[config.mk]
export PLATFORM = sky130hd
export DESIGN_NAME = button_press_classifier_blinker
export DESIGN_NICKNAME = d
export VERILOG_FILES = /design/src/sv/bpcb_pkg.sv /design/src/sv/button_press_classifier_blinker.sv
export SDC_FILE = /design/constraint.sdc
export NUM_CORES = 1
export LEC_CHECK = 0
export BUFFER_PORTS_ARGS = -buffer_cell sky130_fd_sc_hd__clkbuf_2
export CORE_MARGIN = 2
export CORE_UTILIZATION = 49
export DETAILED_ROUTE_END_ITERATION = 7
export PLACE_DENSITY_LB_ADDON = 0.1
export SLEW_MARGIN = 15
export SYNTH_ARGS = -nofsm -noshare
export SYNTH_HDL_FRONTEND = slang
export SYNTH_SLANG_ARGS = --single-unit
[constraint.sdc]
create_clock -name clock -period 17.8 [get_ports clock]
set_input_delay 1.78 -clock clock [delete_from_list [all_inputs] [get_ports clock]]
set_output_delay 1.78 -clock clock [all_outputs]
set_load 0.03 [all_outputs]
[src/sv/bpcb_pkg.sv]
// Package for the button press classifier and LED blinker.
// Holds request and press codes, register indexes, reset values and the
// blink timing helpers. No dependencies.
package bpcb_pkg;

   // Request codes carried on req_tuser
   localparam logic [1:0] REQ_TICK   = 2'd0;
   localparam logic [1:0] REQ_BUTTON = 2'd1;
   localparam logic [1:0] REQ_PROBE  = 2'd2;

   // Press kind codes
   localparam logic [1:0] KIND_NONE  = 2'd0;
   localparam logic [1:0] KIND_SHORT = 2'd1;
   localparam logic [1:0] KIND_LONG  = 2'd2;

   // Register indexes
   localparam int CSR_IDX_W = 3;
   localparam logic [CSR_IDX_W-1:0] CSR_DEBOUNCE     = 3'd0;
   localparam logic [CSR_IDX_W-1:0] CSR_LONG_PRESS   = 3'd1;
   localparam logic [CSR_IDX_W-1:0] CSR_FLASH_ON     = 3'd2;
   localparam logic [CSR_IDX_W-1:0] CSR_FLASH_PERIOD = 3'd3;
   localparam logic [CSR_IDX_W-1:0] CSR_SHORT_BLINKS = 3'd4;
   localparam logic [CSR_IDX_W-1:0] CSR_LONG_BLINKS  = 3'd5;
   localparam logic [CSR_IDX_W-1:0] CSR_PROBE_BLINKS = 3'd6;
   localparam int CSR_DATA_W = 16;

   // Reset values
   localparam logic [15:0] RST_DEBOUNCE     = 16'd10;
   localparam logic [15:0] RST_LONG_PRESS   = 16'd500;
   localparam logic [7:0]  RST_FLASH_ON     = 8'd2;
   localparam logic [7:0]  RST_FLASH_PERIOD = 8'd20;
   localparam logic [3:0]  RST_SHORT_BLINKS = 4'd2;
   localparam logic [3:0]  RST_LONG_BLINKS  = 4'd5;
   localparam logic [3:0]  RST_PROBE_BLINKS = 4'd10;

   // Longest burst: 256 * 14 + 255 fits in 12 bits
   localparam int SPAN_W = 12;

   function automatic logic [7:0] on_time(input logic [7:0] flash_on);
      on_time = (flash_on == 8'd0) ? 8'd1 : flash_on;
   endfunction

   function automatic logic [7:0] off_time(input logic [7:0] flash_on,
                                           input logic [7:0] period);
      logic [7:0] on;
      on = on_time(flash_on);
      off_time = (period > on) ? (period - on) : 8'd1;
   endfunction

   // Offset from burst start to burst end: cycle * (blinks - 1) + on time
   function automatic logic [SPAN_W-1:0] burst_span(input logic [7:0] flash_on,
                                                    input logic [7:0] period,
                                                    input logic [3:0] blinks);
      logic [8:0]  cycle;
      logic [3:0]  n;
      logic [12:0] prod;
      cycle = {1'b0, on_time(flash_on)} + {1'b0, off_time(flash_on, period)};
      n = (blinks == 4'd0) ? 4'd1 : blinks;
      prod = 13'(cycle) * 13'(n - 4'd1) + 13'(on_time(flash_on));
      burst_span = prod[SPAN_W-1:0];
   endfunction

endpackage

[src/sv/button_press_classifier_blinker.sv]
// Top level of the button press classifier and LED blinker.
// Depends on bpcb_pkg.
//
// Usage:
//   req_*  : stream of events. req_tuser is the event code (tick, button
//            level change, probe falling edge), req_tdata[0] the button pin
//            level (0 pressed). One transfer per event.
//   rsp_*  : one result per accepted event, holding LED state, press kind
//            and counter-running flag after that event.
//   csr_*  : register writes (index, data), always ready; write only while
//            no event is outstanding.
// The result is registered and appears in the cycle after its event is
// taken. One event per cycle is sustained while results are taken; the
// whole state update is a single combinational step from the state
// registers into the result register. When the receiver stalls, the result
// register holds and req_tready drops until the result is taken; it stays
// high while the result is consumed in the same cycle. Reset clears the
// counter, burst state and result valid, and loads the register defaults.
module button_press_classifier_blinker #(
   parameter int COUNT_WIDTH = 24
) (
   input  logic                                 clock,
   input  logic                                 reset,
   input  logic                                 req_tvalid,
   output logic                                 req_tready,
   input  logic [7:0]                           req_tdata,  // [0] button_level
   input  logic [1:0]                           req_tuser,  // [1:0] req_type
   output logic                                 rsp_tvalid,
   input  logic                                 rsp_tready,
   // [0] led_on, [2:1] press_kind, [3] busy_res, [7:4] zero
   output logic [7:0]                           rsp_tdata,
   input  logic                                 csr_valid,
   output logic                                 csr_ready,
   input  logic [bpcb_pkg::CSR_IDX_W-1:0]       csr_index,
   input  logic [bpcb_pkg::CSR_DATA_W-1:0]      csr_data
);
   import bpcb_pkg::*;

   localparam int CW    = COUNT_WIDTH;
   localparam int CMP_W = (CW > 16) ? CW : 16;

   // Registers
   logic [15:0] debounce_ff, long_press_ff;
   logic [7:0]  flash_on_ff, flash_period_ff;
   logic [3:0]  short_blinks_ff, long_blinks_ff, probe_blinks_ff;

   // State
   logic [CW-1:0] tc_ff, tc_in;
   logic          run_ff, run_in;
   logic          armed_ff, armed_in;
   logic          active_ff, active_in;
   logic [CW-1:0] phase_ff, phase_in;
   logic [CW-1:0] end_ff, end_in;
   logic          led_ff, led_in;
   logic [1:0]    kind_in;

   logic          rsp_valid_ff;
   logic [7:0]    rsp_data_ff;

   logic          req_fire;
   logic          pressed;
   logic          start;
   logic [3:0]    blinks;
   logic [CW-1:0] tc_inc;
   logic [7:0]    on_t, off_t;

   assign req_tready = !rsp_valid_ff || rsp_tready;
   assign req_fire   = req_tvalid && req_tready;
   assign csr_ready  = 1'b1;
   assign rsp_tvalid = rsp_valid_ff;
   assign rsp_tdata  = rsp_data_ff;

   assign pressed = !req_tdata[0];
   assign tc_inc  = tc_ff + CW'(1);
   assign on_t    = on_time(flash_on_ff);
   assign off_t   = off_time(flash_on_ff, flash_period_ff);

   always_ff @(posedge clock) begin
      if (reset) begin
         debounce_ff     <= RST_DEBOUNCE;
         long_press_ff   <= RST_LONG_PRESS;
         flash_on_ff     <= RST_FLASH_ON;
         flash_period_ff <= RST_FLASH_PERIOD;
         short_blinks_ff <= RST_SHORT_BLINKS;
         long_blinks_ff  <= RST_LONG_BLINKS;
         probe_blinks_ff <= RST_PROBE_BLINKS;
      end else if (csr_valid && csr_ready) begin
         unique case (csr_index)
            CSR_DEBOUNCE:     debounce_ff     <= csr_data;
            CSR_LONG_PRESS:   long_press_ff   <= csr_data;
            CSR_FLASH_ON:     flash_on_ff     <= csr_data[7:0];
            CSR_FLASH_PERIOD: flash_period_ff <= csr_data[7:0];
            CSR_SHORT_BLINKS: short_blinks_ff <= csr_data[3:0];
            CSR_LONG_BLINKS:  long_blinks_ff  <= csr_data[3:0];
            CSR_PROBE_BLINKS: probe_blinks_ff <= csr_data[3:0];
            default: ;
         endcase
      end
   end

   always_comb begin
      tc_in     = tc_ff;
      run_in    = run_ff;
      armed_in  = armed_ff;
      active_in = active_ff;
      phase_in  = phase_ff;
      end_in    = end_ff;
      led_in    = led_ff;
      kind_in   = KIND_NONE;
      start     = 1'b0;
      blinks    = probe_blinks_ff;

      unique case (req_tuser)
         REQ_TICK: begin
            if (run_ff) begin
               tc_in = tc_inc;
               if (armed_ff && CMP_W'(tc_inc) == CMP_W'(long_press_ff)) begin
                  armed_in = 1'b0;
                  if (pressed) begin
                     kind_in = KIND_LONG;
                     start   = 1'b1;
                     blinks  = long_blinks_ff;
                  end
               end
               // a fresh burst lies ahead of the count, so it cannot hit
               // its own deadline or end on the tick that starts it
               if (!start) begin
                  if (active_ff && tc_inc == phase_ff) begin
                     led_in   = !led_ff;
                     phase_in = tc_inc + (led_ff ? CW'(off_t) : CW'(on_t));
                  end
                  if (active_ff && tc_inc == end_ff) begin
                     tc_in     = '0;
                     run_in    = 1'b0;
                     armed_in  = 1'b0;
                     active_in = 1'b0;
                     led_in    = 1'b0;
                  end
               end
            end
         end
         REQ_BUTTON: begin
            if (tc_ff == '0) begin
               if (pressed) begin
                  armed_in = 1'b1;
                  run_in   = 1'b1;
               end
            end else if (!pressed) begin
               if (CMP_W'(tc_ff) < CMP_W'(debounce_ff)) begin
                  tc_in     = '0;
                  run_in    = 1'b0;
                  armed_in  = 1'b0;
                  active_in = 1'b0;
                  led_in    = 1'b0;
               end else if (CMP_W'(tc_ff) < CMP_W'(long_press_ff)) begin
                  armed_in = 1'b0;
                  kind_in  = KIND_SHORT;
                  start    = 1'b1;
                  blinks   = short_blinks_ff;
               end
            end
         end
         REQ_PROBE: begin
            start = 1'b1;
         end
         default: ;
      endcase

      if (start) begin
         phase_in  = tc_in + CW'(on_t);
         end_in    = tc_in + CW'(burst_span(flash_on_ff, flash_period_ff, blinks));
         led_in    = 1'b1;
         active_in = 1'b1;
         run_in    = 1'b1;
      end
   end

   always_ff @(posedge clock) begin
      if (reset) begin
         tc_ff        <= '0;
         run_ff       <= 1'b0;
         armed_ff     <= 1'b0;
         active_ff    <= 1'b0;
         phase_ff     <= '0;
         end_ff       <= '0;
         led_ff       <= 1'b0;
         rsp_valid_ff <= 1'b0;
      end else begin
         if (req_fire) begin
            tc_ff     <= tc_in;
            run_ff    <= run_in;
            armed_ff  <= armed_in;
            active_ff <= active_in;
            phase_ff  <= phase_in;
            end_ff    <= end_in;
            led_ff    <= led_in;
         end
         if (req_fire) begin
            rsp_valid_ff <= 1'b1;
         end else if (rsp_tready) begin
            rsp_valid_ff <= 1'b0;
         end
      end
   end

   always_ff @(posedge clock) begin
      if (req_fire) begin
         rsp_data_ff <= {4'b0000, run_in, kind_in, led_in};
      end
   end

endmodule

==> results of run 1 <==
[per-layer routing]
metal / vias up / wire length (microns) / part of all wire, %
met3: 85 / 2350 / 5.3
met1: 5982 / 19800 / 45
met5: - / 0 / 0
li1: 6089 / - / -
met2: 430 / 20500 / 46
met4: 0 / 1520 / 3.4
[logic make-up after synthesis]
logic type / Yosys count / share of synthesized area (%)
flops: 141 / 21.1
xor+xnor: 149 / 11.0
compound gates: 402 / 19.5
buf+inv: 226 / 6.91
mux: 33 / 2.47
fa+ha+maj: 136 / 14.4
simple gates: 670 / 24.6
other cells: 2 / 0.0554
[registers in the layout, summed over array words and instances (netlist names)]
name,count
long_blinks_ff,4
tc_ff,24
end_ff,24
active_ff,1
debounce_ff,16
rsp_tdata,4
led_ff,1
long_press_ff,16
short_blinks_ff,4
rsp_tvalid,1
flash_on_ff,8
armed_ff,1
phase_ff,24
run_ff,1
probe_blinks_ff,4
flash_period_ff,8
[final timing paths]
path,end,slack (ns),cells after the start
min,debounce_ff[10],0.46,2
max reg2reg,end_ff[17],6.16,41
max,end_ff[17],6.16,41
min reg2reg,debounce_ff[10],0.46,2
[power groups by stage]
stage                     sequential, mW  clock [mW]  combinational [mW]
after detailed placement           0.364           0               0.399
after floorplan                    0.350           0               0.316
after CTS                          0.357       0.382               0.403
final                              0.358       0.379               0.403
after global placement             0.364           0               0.393
after global routing               0.360       0.399               0.455
[critical path, delay by kind of cell (launching register included)]
| kind | cells | cell delay, ns |
|---|---|---|
| AND/OR/NAND/NOR | 14 | 3.68 |
| adder cells (fa/ha/maj) | 8 | 3.36 |
| AO/OA/AOI/OAI | 9 | 1.57 |
| XOR/XNOR | 4 | 1.31 |
| flip-flops | 1 | 0.64 |
| buffers and inverters | 5 | 0.62 |
| multiplexers | 1 | 0.34 |
[area by class of cell]
| class | count | area, sq um |
|---|---|---|
| multi-input cells | 1395 | 9810 |
| flip-flops and latches | 141 | 2860 |
| repair buffers | 54 | 328 |
| clock inverters | 12 | 121 |
| well taps | 372 | 465 |
| inverters | 120 | 450 |
| fillers | 2634 | 12600 |
| clock buffers | 20 | 489 |
[cells in the final DEF (no fill, tap or decap), types with 24 or more instances in the layout]
cell type | Yosys | layout
nand2_1 | 237 | 237
nor2_1 | 143 | 142
mux2i_1 | 29 | 29
o21ai_0 | 62 | 62
clkbuf_2 | 1 | 31
fa_1 | 34 | 34
nand4_1 | 36 | 36
a21o_1 | 34 | 34
xnor2_1 | 91 | 91
a211oi_1 | 24 | 24
nand3_1 | 54 | 54
xor2_1 | 44 | 44
a21oi_1 | 132 | 132
ha_1 | 102 | 102
and2_1 | 30 | 30
inv_1 | 119 | 119
nor3_1 | 29 | 28
dfxtp_1 | 137 | 137
[stage by stage]
stage | instances | hold slack (ns) | setup slack (ns) | utilization [%] | area, sq um
2_1_floorplan | 1762 | 0.432 | 8.38 | - | 13600
3_3_place_gp | 2082 | 0.439 | 6.39 | 51.3 | 13900
3_5_place_dp | 2082 | 0.447 | 6.26 | 51.3 | 13900
4_1_cts | 2114 | 0.454 | 6.25 | 53.6 | 14500
5_1_grt | 2114 | 0.479 | 5.40 | 53.6 | 14500
6_report | 2114 | 0.456 | 6.16 | 53.6 | 14500
==> impl_metrics.ini, run 1 <==
[clocking]
cts_made_buffers = 17
clk_pin_slew_worst_paths_ns = 0.07
cts_hold_buf = 0
clk_latency_ns = 0.45
root_buffer = clkbuf_16
htreeDepth = 4
clock_sinks = 141
cts_setup_buffers = 0
cts_tree = done
cts_max_path_buffers = 2
cts_resized = 0

[floorplanning]
rows = 60
initial_utilization_pct = 50.1
num_io_pins = 45
die_w_microns = 170
fp.dieH_microns = 170
core_sq_um = 27100
dieArea_sq_um = 29000

[final_layout]
area_growth_pct = 7.10
diodes = 0
drive_above_1_share_pct = 8.38
nets = 1899

[yosys]
synth.most_common_cell = nand2_1
ys_warn_count = 0
synth.area.top_cells = dfxtp_1, ha_1, nand2_1
synth_commonest_cells = nand2_1, nor2_1, dfxtp_1
avgSynthCellArea_sq_um = 7.71
yosysSeqAreaShare_pct = 21.1
synth_edf_count = 4
synth-seq-cells = 141
synth_cell_types = 101
yosysTopAreaCellShare_pct = 20.2
ys_async_sr_fraction_pct = 0
synthCells = 1759
synth_area_sq_um = 13600
ys.flop_type = dfxtp_1
synth_top_area_cell = dfxtp_1

[drt]
via_count = 12600
wl_per_cell_microns = 20.9
wl_mm = 44.2
post-route-drc-count = 0
avgViaCountPerCell = 5.95
final_antenna_net_count = 0
drtPass1Iterations = 7
drtIter0Drc = 1258

[setup_path]
crit_slowest_cell = or4_4
crit_fanout = 12
cpMostUsedCell = fa_1
endpoint_kind = flop
path_class = reg -> reg
critPathMaxStageDelay_ns = 0.74
startpoint_type = flop
r2r_start = tc_ff[0]
critPathLaunch = tc_ff[0]
arrival_ns = 11.98
cp_data_required_time_ns = 18.14

[timing]
hold_violations = 0
relSlewSlack_pct = 25.2
tns_ns = 0
period_share_pct = 65.4
finClkSkew_ns = 0.0146
finalSetupViolCount = 0
worst_slew_pin_slew_ns = 1.12
rsz0062_at_grt = false
max_freq_mhz = 85.9
final.min_clock_period_ns = 11.64
slew_violations = 0

[power]
p_int_mw = 0.716
power.share.switching_pct = 37.2
switchingPower_mw = 0.424
seqPwrFrac_pct = 31.4
pwr-share-comb_pct = 35.3
design_power_total_mw = 1.14
peakVddDrop_mv = 0.0625
clock_power_share_pct = 33.3
power_density_nw_per_um2 = 78.4
leakage_nw = 5.91

[place]
dp.final_hpwl_mm = 33.7
portBuffers = 32
gp_congestion = 0.950

[grt]
met3_usage_pct = 4.26
grt_pass1_wl_mm = 69.8
grt_pass1_vias = 12100
grt_max_degree = 61
top_usage_layer = met2
grt_use_met2_pct = 52.0
track_usage_pct = 31.5
grt_antenna_before_repair = 0
globalRouteOverflowTotal = 0
gr-usage-met1_pct = 41.8

[run]
drv_cap = 0

[min_path]
hp-class = reg -> reg
min-delay-start = debounce_ff[10]

[status]
status = finished clean
Power figures use the tool's default switching activity.
==> run 2: changes to the inputs <==
- ABC_AREA: not set -> 1
- clock period: 17.8 -> 12 ns (I/O delays scaled with it)
==> run 2 against run 1 <==
  * Register-to-register slack got worse by 4.5 ns
  * Global-route usage fell by 2.5 points
  * Cell count rose by 10%
  * Die area fell by 3.1%
  * Hold slack improved by 0.010 ns
  * Total power rose by 84%
  * Flip-flop and latch count did not move
  * Critical path depth rose by 5
  * Synthesized area fell by 3.1%
  * Via count rose by 2.3%
  * Largest cell class unchanged
==> impl_metrics.ini, run 2 <==
[timing]
tns_ns = 0
finalSetupViolCount = 0
slew_violations = 0
period_share_pct = 85.9
worst_slew_pin_slew_ns = 0.937
finClkSkew_ns = 0.0161
final.min_clock_period_ns = 10.31
hold_violations = 0
max_freq_mhz = 97.0
rsz0062_at_grt = false
relSlewSlack_pct = 37.3

[yosys]
synth_area_sq_um = 13100
synth_edf_count = 4
ys.flop_type = dfxtp_1
avgSynthCellArea_sq_um = 6.59
synth_top_family_by_area = simple AND/OR/NAND/NOR gates
muxShareOfSynthArea_pct = 0
synth-seq-cells = 141
synth_xor_area_share_pct = 4.87
yosysTopAreaCellShare_pct = 20.9
synth_top_area_cell = dfxtp_1
synth.most_common_cell = nand2_1
synthAdderAreaFrac_pct = 14.9
ys_warn_count = 0
synth-simple-area-share_pct = 28.9
ys_async_sr_fraction_pct = 0
synth_compound_area_share_pct = 18.4
synth_cell_types = 61
synthCells = 1993
yosysSeqAreaShare_pct = 21.8
synth_commonest_cells = nand2_1, inv_1, nor2_1
synth.area.top_cells = dfxtp_1, nand2_1, ha_1

[place]
gp_congestion = 0.927
dp.final_hpwl_mm = 31.0
dp.cells = 2296
portBuffers = 32

[clocking]
cts_made_buffers = 17
clk_latency_ns = 0.45
root_buffer = clkbuf_16
clk_pin_slew_worst_paths_ns = 0.07
cts_tree = done
cts_hold_buf = 0
cts_resized = 0
cts_setup_buffers = 0
clock_sinks = 141
htreeDepth = 4
cts_max_path_buffers = 2

[setup_path]
arrival_ns = 10.64
cp_data_required_time_ns = 12.34
worst-path-buf-inv = 4
cpMostUsedCell = nand2_1
r2r_cells = 46
critPathMaxStageDelay_ns = 0.60
startpoint_type = flop
r2r_start = tc_ff[1]
endpoint_kind = flop
crit_family = adder cells
crit_slowest_cell = xor2_1
r2r-end = end_ff[20]
path_class = reg -> reg
crit_fanout = 10
regToRegSetupSlack_ns = 1.69

[grt]
grt_pass1_wl_mm = 64.5
globalRouteOverflowTotal = 0
grt_antenna_before_repair = 0
track_usage_pct = 29.0
grt_max_degree = 72
grt_pass1_vias = 12200

[floorplanning]
core_sq_um = 26200
num_io_pins = 45
dieArea_sq_um = 28100
initial_utilization_pct = 50.1
fp.dieH_microns = 168
die_w_microns = 168
rows = 59

[power]
leakage_nw = 6.79
peakVddDrop_mv = 0.117
power_density_nw_per_um2 = 149

[drt]
wl_mm = 40.0
wl_per_cell_microns = 17.2
drtPass1Iterations = 6
final_antenna_net_count = 0
post-route-drc-count = 0
via_count = 12900
drtIter0Drc = 1097
avgViaCountPerCell = 5.53

[final_layout]
area_growth_pct = 6.98
drive_above_1_share_pct = 8.38
fillers = 2624
nets = 2150
diodes = 0
final_cell_mix = nand2_1, inv_1, nor2_1
layout.cells.most_common = nand2_1
instances_no_fill = 2328
largestRegisters = end_ff: 24 flops, phase_ff: 24 flops, tc_ff: 24 flops

[status]
status = finished clean

[min_path]
min-delay-start = debounce_ff[5]
whs_endpoint = debounce_ff[5]
holdPathStages = 2
hp-class = reg -> reg

[run]
drv_cap = 0
-- run 2: cell types whose count changed after synthesis, sizes merged, moves of 74 or more --
cell / delta
nor2: +92
a21oi: +74
o21ai: +101
inv: +166
xnor2: -74
nand2: +175
-- run 2: layout make-up --
cell class / count / area (sq um) / share of cell area (%)
multi-input combinational: 1487 / 8840 / 62.9
clock buffer: 18 / 450 / 3.20
tap: 335 / 419 / 2.98
clock inverter: 14 / 159 / 1.13
timing repair buffer: 42 / 235 / 1.67
sequential: 141 / 2860 / 20.4
inverter: 291 / 1090 / 7.77
-- run 2: cells by family (layout without fill, tap and decap cells) --
group | after synthesis | after routing
adder cells (fa/ha/maj) | 136 | 136
other | 2 | 5
XOR/XNOR | 73 | 73
AO/OA/AOI/OAI | 441 | 441
buffers and inverters | 368 | 365
flip-flops | 141 | 141
AND/OR/NAND/NOR | 832 | 832
-- run 2: per-layer routing --
metal | track usage (%) | vias to the layer above | part of all wire, %
met1 | 36.4 | 5924 | 43
met3 | 3.36 | 90 | 4.6
met4 | 11.8 | 0 | 3.8
li1 | - | 6471 | -
met5 | 0 | - | 0
met2 | 50.5 | 391 | 48
-- run 2: per-stage QoR --
stage	utilization [%]	setup WS [ns]	power, mW	hold slack (ns)	instance area (sq um)
CTS	53.6	1.73	2.10	0.466	14100
global route	53.6	0.907	2.27	0.494	14100
detailed placement	51.3	1.78	1.53	0.455	13400
floorplan	-	3.64	1.32	0.429	13200
global placement	51.3	1.87	1.52	0.446	13400
finish	53.6	1.69	2.09	0.466	14100
-- run 2: worst max-delay path by stage --
stage               cells after the start  startpoint  slack [ns]         end
floorplan                              46    tc_ff[0]        3.64  end_ff[18]
global placement                       46    tc_ff[1]        1.87  end_ff[20]
detailed placement                     48    tc_ff[1]        1.78  end_ff[20]
CTS                                    48    tc_ff[1]        1.73  end_ff[20]
global route                           50    tc_ff[1]        0.91  end_ff[20]
finish                                 46    tc_ff[1]        1.69  end_ff[20]
-- run 2: power by group --
part / internal, mW / total [mW] / switching (mW) / leakage (nW)
sequential: 0.498 / 0.534 / 0.0359 / 1.16
combinational: 0.385 / 0.990 / 0.605 / 5.32
clock: 0.310 / 0.568 / 0.258 / 0.302
-- run 2: tightest hold or removal path, cell delays in order, from the launching register on --
cell and delay [ns]:
dfxtp_1 0.30, inv_1 0.07, a21oi_1 0.06
